<file path="src/hdl/twio_pkg.sv">
// ----------------------------------------------------------------------------
// twio_pkg
// shared constants, codes and types of the two wheel imu odometry block
// ----------------------------------------------------------------------------
package twio_pkg;

  // cordic iterations and fraction bits of the position
  localparam int CORDIC_STEPS = 16;
  localparam int FRAC_BITS    = 16;
  localparam int IDX_W        = $clog2(CORDIC_STEPS);

  // register map
  localparam int   CFG_ADDR_W    = 3;
  localparam logic REG_LPD_IDX   = 1'b0;
  localparam logic [31:0] LPD_RESET = 32'd292824;

  // cos(45 deg) in q30, gain correction in q15
  localparam logic [29:0] C45     = 30'd759250125;
  localparam logic [14:0] GAIN    = 15'd19898;
  localparam int          GAIN_SH = 15;
  localparam int          GHI_UP  = 32 - GAIN_SH;

  // widths of the datapath
  localparam int MQ_W  = 48;              // body delta in q.16 degrees
  localparam int SH    = 40 - FRAC_BITS;  // drop after length scaling
  localparam int UP    = FRAC_BITS - 8;   // lift of the upper partial product
  localparam int SUM_W = MQ_W + UP + 1;
  localparam int CAP_W = 47;
  localparam logic [CAP_W-1:0] BODY_CAP = {1'b1, {(CAP_W-1){1'b0}}};
  localparam int XY_W  = 50;
  localparam int Z_W   = 34;
  localparam int POS_W = 48;
  localparam int D_W   = 52;

  typedef enum logic [3:0] {
    S_IDLE, S_DIFF, S_MAG, S_MQ, S_PLO, S_PHI, S_SUM, S_SAT,
    S_PREP, S_ROT, S_GLO, S_GHI, S_GSUM, S_GADD, S_DONE
  } twio_state_t;

  typedef enum logic [3:0] {
    DP_NOP, DP_LOAD, DP_DIFF, DP_MAG, DP_MQ, DP_PLO, DP_PHI, DP_SUM,
    DP_SAT, DP_PREP, DP_ROT, DP_GLO, DP_GHI, DP_GSUM, DP_GADD, DP_COMMIT
  } twio_op_t;

  typedef struct packed {
    twio_op_t         op;
    logic             ch;   // 0: x / u channel, 1: y / v channel
    logic [IDX_W-1:0] idx;  // cordic iteration
  } twio_cmd_t;

  typedef struct packed {
    logic start;            // item held in the datapath is a start item
  } twio_status_t;

  // atan(2^-i) in 2^-32 turn
  function automatic logic [31:0] twio_atan(input logic [4:0] i);
    logic [31:0] r;
    case (i)
      5'd0:    r = 32'd536870912;
      5'd1:    r = 32'd316933406;
      5'd2:    r = 32'd167458907;
      5'd3:    r = 32'd85004756;
      5'd4:    r = 32'd42667331;
      5'd5:    r = 32'd21354465;
      5'd6:    r = 32'd10679838;
      5'd7:    r = 32'd5340245;
      5'd8:    r = 32'd2670163;
      5'd9:    r = 32'd1335087;
      5'd10:   r = 32'd667544;
      5'd11:   r = 32'd333772;
      5'd12:   r = 32'd166886;
      5'd13:   r = 32'd83443;
      5'd14:   r = 32'd41722;
      5'd15:   r = 32'd20861;
      5'd16:   r = 32'd10430;
      5'd17:   r = 32'd5215;
      5'd18:   r = 32'd2608;
      5'd19:   r = 32'd1304;
      5'd20:   r = 32'd652;
      5'd21:   r = 32'd326;
      5'd22:   r = 32'd163;
      5'd23:   r = 32'd81;
      default: r = 32'd0;
    endcase
    return r;
  endfunction

endpackage

</file>
<file path="src/hdl/twio_ctrl.sv">
// ----------------------------------------------------------------------------
// twio_ctrl
// sequencer of the odometry datapath and owner of the output valid
// ----------------------------------------------------------------------------
module twio_ctrl import twio_pkg::*; (
  input  logic         clk,
  input  logic         rst,
  input  logic         s_tvalid,
  output logic         s_tready,
  output logic         m_tvalid,
  input  logic         m_tready,
  input  twio_status_t status,
  output twio_cmd_t    cmd
);

  twio_state_t      state, state_next;
  logic             ch, ch_next;
  logic [IDX_W-1:0] idx, idx_next;
  logic             out_valid, out_valid_next;

  always_ff @(posedge clk) begin
    if (rst) begin
      state     <= S_IDLE;
      ch        <= 1'b0;
      idx       <= '0;
      out_valid <= 1'b0;
    end else begin
      state     <= state_next;
      ch        <= ch_next;
      idx       <= idx_next;
      out_valid <= out_valid_next;
    end
  end

  always_comb begin
    state_next     = state;
    ch_next        = ch;
    idx_next       = idx;
    out_valid_next = out_valid && !m_tready;
    cmd.op         = DP_NOP;
    cmd.ch         = ch;
    cmd.idx        = idx;
    unique case (state)
      S_IDLE: begin
        if (s_tvalid) begin
          cmd.op     = DP_LOAD;
          state_next = S_DIFF;
        end
      end
      S_DIFF: begin
        cmd.op     = DP_DIFF;
        ch_next    = 1'b0;
        state_next = status.start ? S_DONE : S_MAG;
      end
      S_MAG: begin
        cmd.op     = DP_MAG;
        state_next = S_MQ;
      end
      S_MQ: begin
        cmd.op     = DP_MQ;
        state_next = S_PLO;
      end
      S_PLO: begin
        cmd.op     = DP_PLO;
        state_next = S_PHI;
      end
      S_PHI: begin
        cmd.op     = DP_PHI;
        state_next = S_SUM;
      end
      S_SUM: begin
        cmd.op     = DP_SUM;
        state_next = S_SAT;
      end
      S_SAT: begin
        cmd.op = DP_SAT;
        if (!ch) begin
          ch_next    = 1'b1;
          state_next = S_MAG;
        end else begin
          state_next = S_PREP;
        end
      end
      S_PREP: begin
        cmd.op     = DP_PREP;
        idx_next   = '0;
        state_next = S_ROT;
      end
      S_ROT: begin
        cmd.op = DP_ROT;
        if (idx == IDX_W'(CORDIC_STEPS - 1)) begin
          ch_next    = 1'b0;
          state_next = S_GLO;
        end else begin
          idx_next = idx + IDX_W'(1);
        end
      end
      S_GLO: begin
        cmd.op     = DP_GLO;
        state_next = S_GHI;
      end
      S_GHI: begin
        cmd.op     = DP_GHI;
        state_next = S_GSUM;
      end
      S_GSUM: begin
        cmd.op     = DP_GSUM;
        state_next = S_GADD;
      end
      S_GADD: begin
        cmd.op = DP_GADD;
        if (!ch) begin
          ch_next    = 1'b1;
          state_next = S_GLO;
        end else begin
          state_next = S_DONE;
        end
      end
      S_DONE: begin
        // wait until the output register is free
        if (!out_valid || m_tready) begin
          cmd.op         = DP_COMMIT;
          out_valid_next = 1'b1;
          state_next     = S_IDLE;
        end
      end
      default: begin
        state_next = S_IDLE;
      end
    endcase
  end

  assign s_tready = (state == S_IDLE);
  assign m_tvalid = out_valid;

endmodule

</file>
<file path="config.mk">
export PLATFORM = sky130hd
export DESIGN_NAME = twio_ctrl
export DESIGN_NICKNAME = d
export VERILOG_FILES = /design/src/hdl/twio_pkg.sv /design/src/hdl/twio_ctrl.sv
export SDC_FILE = /design/constraint.sdc
export NUM_CORES = 1
export LEC_CHECK = 0
export BUFFER_PORTS_ARGS = -buffer_cell sky130_fd_sc_hd__buf_4
export CAP_MARGIN = 20
export CORE_MARGIN = 1
export CORE_UTILIZATION = 30
export DETAILED_ROUTE_END_ITERATION = 16
export SYNTH_ARGS = -nofsm -noshare
export SYNTH_HDL_FRONTEND = slang
export SYNTH_SLANG_ARGS = --single-unit
</file>
<file path="constraint.sdc">
create_clock -name clk -period 1.6 [get_ports clk]
set_clock_uncertainty 0.1 [all_clocks]
set_input_delay 0.24 -clock clk [delete_from_list [all_inputs] [get_ports clk]]
set_output_delay 0.24 -clock clk [all_outputs]
set_load 0.02 [all_outputs]
</file>
Word level (Yosys, flattened, before mapping):

Cells that the tools add are included.

* reduce and logical (&&, ||, !) cells: 11
* add/subtract/negate cells: 1
* eq/ne operators: 19
* mux-type cells: 16

Operators by type and width (number)
* $pmux 4 s15: 2
* $eq 4x4->1 const B: 8
* $mux 4: 7
* $eq 4x3->1 const B: 4
* $eq 4x2->1 const B: 2
* $ne 2x2->1 const B: 4
* $pmux 4 s2: 1
* $add 4x1->4 const B: 1
* $eq 4x1->1 const B: 1
* $logic_not 4->1: 1
* $mux 1: 4
* $reduce_and 2->1: 2
* $mux 3: 1
* $pmux 1 s3: 1
* $reduce_and 3->1: 1
* $reduce_bool 3->1: 1
* $logic_not 1->1: 2
* $reduce_bool 2->1: 1
* $reduce_or 2->1: 1
* $logic_and 1x1->1: 1
* $logic_or 1x1->1: 1

* bits in registers: 10
* output and inout port bits: 11
* bits of input ports: 5

Depth between registers and ports, before layout:

* depth in word-level cells: 4
* mapped depth: 5
* depth with buffers taken out: 5

Least setup slack after synthesis:

Ideal clock, no wire load.

* path kind: register to output
* start: register state[3]
* end: output cmd[5] (netlist bit)
* stages on the path, launching flop included: 5
* setup slack: -0.064 ns
* path buffers: 2
* data arrival time: 1.324 ns
* data required time: 1.260 ns
* cell sequence: dfxtp_1 > buf_2 > buf_2 > nor4_1 > a311oi_1

RTL lines
* from (decl): line twio_ctrl.sv:16 `twio_state_t state, state_next;`
* from (signal assigned): line twio_ctrl.sv:28 `state <= state_next;`
* to (decl): line twio_ctrl.sv:13 `output twio_cmd_t cmd`

Final worst setup path:

* start: register state[1]
* end: output s_tready

* cells in the longest elaborated chain, start to end: 1

Ends and longest elaborated chain
* $logic_not 4->1: line twio_ctrl.sv:133 `assign s_tready = (state == S_IDLE);`
* to (decl): line twio_ctrl.sv:9 `output logic s_tready,`

Every way passes these cells.

==> impl_metrics.ini <==
[timing]
slew_viol_final = 0
fin_crit_sh_pct = 100
worst_pin_slew_ns = 0.259
slew_headroom_pct = 82.6
grt_setup_unrepaired = true
fin_ws_ns = -0.000142
finalSetupViolCount = 1
fmax_mhz = 625
hold_viol_final = 0
period_needed_ns = 1.60
fin_tns_setup_ns = -0.000142

[place]
place.gp.congestion = 0.786
placed_area_um2 = 862
port_buffers = 15
place_hpwl_um = 1110

[clocking]
path_clk_slew_ns = 0.08
htree_levels = 1
hold_buffers = 0
cts_tree = done
clkSinkCount = 10
clock-root-buffer = clkbuf_4
cts_buffer_depth = 2
insertion_delay_ns = 0.27
numCtsBuffers = 3

[worst_setup_path]
reg2reg_from = state[0]
cp.required_ns = 1.26
path_class = reg2out
cp-start-kind = flop
rr_endpoint = idx[1]
ff2ff_path_depth = 7
crit_fanout = 4
ff2ff_setup_slack_ns = 0.10
crit_path_end_kind = output port
crit_arrival_ns = 1.26

[synthesis]
yosys_warnings = 0
synth_nets = 90
synth_area_per_cell_um2 = 8.33
synth_cells = 84
yosysUniqueCellTypes = 37
ys_seq_elements = 10
yosysSeqAreaShare_pct = 28.6
synth_area_um2 = 699

[cells_and_area]
multi_input_area_um2 = 468
area.sequential_um2 = 216
mostFrequentLayoutCell = buf_4
n_fill_cell = 214
finish.utilization_pct = 47.9
diodes = 0
postLayoutCellArea_mm2 = 0.00106
area_growth_pct = 51.3
nets = 124
layout-drive-gt1-share_pct = 49.6
final_cell_mix = 32 x buf_4, 6 x nand2_1, 5 x dfxtp_1

[global_routing]
grt_pass1_vias = 640
grt_usage_pct = 13.5
overflow = 0
grt_max_degree = 16
grt_pass1_wl_um = 2670
antenna_found_initial = 0

[detailed_routing]
drc = 0
wl_met3_um = 61
met2_length_um = 937
top_layer_used = met3
wl_met1_um = 868
drtIter0Drc = 14
viasPerCell = 5.08
vias = 736
routed_wl_um = 1870
post_drt_wl_per_cell_um = 12.9
dr.pass1.iters = 4
antenna_left = 0

[die]
placementRows = 17
chipWidth_um = 50.3
die_height_um = 50.3
start_util_pct = 31.6
core_mm2 = 0.00221
io_pins = 16
dieArea_mm2 = 0.00253

[power_and_ir_drop]
p_leak_nw = 0.515
power.density_mw_per_mm2 = 883
peakVddDrop_v = 0.000617
finalPower_uw = 934

[min_path]
hold_class = in2reg
min_path_cells = 2
hold_end = state[0]
hp-start = rst

[run_status]
run_status = complete, but fails checks
violations = negative setup slack

[flow_run]
drv_cap = 0
[kinds of logic (layout without fill, tap and decap cells)]
family | after synthesis | after routing | synth area share (%)
simple gates | 36 | 36 | 33.1
compound gates | 21 | 21 | 20.2
buf+inv | 11 | 44 | 9.48
flops | 10 | 10 | 28.6
mux | 3 | 3 | 4.29
xor+xnor | 2 | 2 | 2.50
fa+ha+maj | 1 | 1 | 1.79
[power by group]
| group | internal [mW] | switching (mW) |
|---|---|---|
| Combinational | 0.212 | 0.189 |
| Sequential | 0.266 | 0.0246 |
| Clock | 0.138 | 0.104 |
| Total | 0.616 | 0.318 |
[registers in the layout (all words and copies together), names as in the netlist]
register and count:
ch 1, idx 4, m_tvalid 1, state 4
[worst max-delay path: stages (launching register included)]
cell and delay (ns):
dfxtp_4 0.37, buf_12 0.13, nor4_4 0.31, buf_4 0.19
[cells in the mapped netlist, drive strengths merged]
cell | instances | share of area [%]
nand2 | 6 | 3.2
and3 | 1 | 0.90
nor3 | 4 | 3.6
o32ai | 1 | 1.3
nor4 | 2 | 2.7
o21ai | 5 | 3.6
buf | 6 | 6.8
a22o | 1 | 1.3
nand3b | 1 | 2.9
ha | 1 | 1.8
nand4 | 1 | 0.90
o21a | 1 | 1.1
and2 | 2 | 2.1
xor2 | 2 | 2.5
nand3 | 4 | 3.6
clkbuf | 1 | 0.54
mux2i | 3 | 4.3
nor4b | 1 | 2.1
a21oi | 4 | 2.9
nand2b | 4 | 3.6
nor2b | 5 | 4.5
nor2 | 5 | 3.0
a32o | 1 | 1.6
inv | 4 | 2.1
dfxtp | 10 | 29
o211a | 1 | 1.4
a21o | 1 | 1.1
a31oi | 4 | 3.6
a311oi | 2 | 2.5
[area by class of cell]
| cell class | instances | share of cell area (%) |
|---|---|---|
| clock buffers | 4 | 3.43 |
| multi-input cells | 63 | 44.2 |
| flip-flops and latches | 10 | 20.4 |
| well taps | 28 | 3.31 |
| repair buffers | 36 | 27.2 |
| inverters | 4 | 1.42 |
[worst max-delay path by stage]
| stage | from | endpoint |
|---|---|---|
| 2_1_floorplan | state[3] | state[3] |
| 3_3_place_gp | state[0] | state[3] |
| 3_5_place_dp | state[0] | state[3] |
| 4_1_cts | state[2] | cmd[5] |
| 5_1_grt | state[1] | s_tready |
| 6_report | state[1] | s_tready |
[stage by stage]
stage	cells	worst slack [ns]	hold slack (ns)
4_1_cts	132	0.00642	0.121
2_1_floorplan	84	0.0197	0.324
3_3_place_gp	128	0.0814	0.410
5_1_grt	145	-0.0254	0.132
6_report	145	-0.000142	0.112
3_5_place_dp	128	0.0470	0.411
[layer usage]
metal | global-route usage [%] | vias up
li1 | - | 369
met2 | 21.6 | 12
met5 | 0 | -
met1 | 17.8 | 355
met3 | 2.73 | 0
met4 | 4.76 | 0
[timing repair]
| action | in CTS | in global routing |
|---|---|---|
| pin swaps | 0 | 4 |
| setup endpoints to repair | 5 | 5 |
| endpoints found under the hold margin | 0 | 0 |
| setup buffers | 0 | 13 |
| resized for setup | 12 | 7 |
Note: power is estimated with default switching activity, not from simulation.
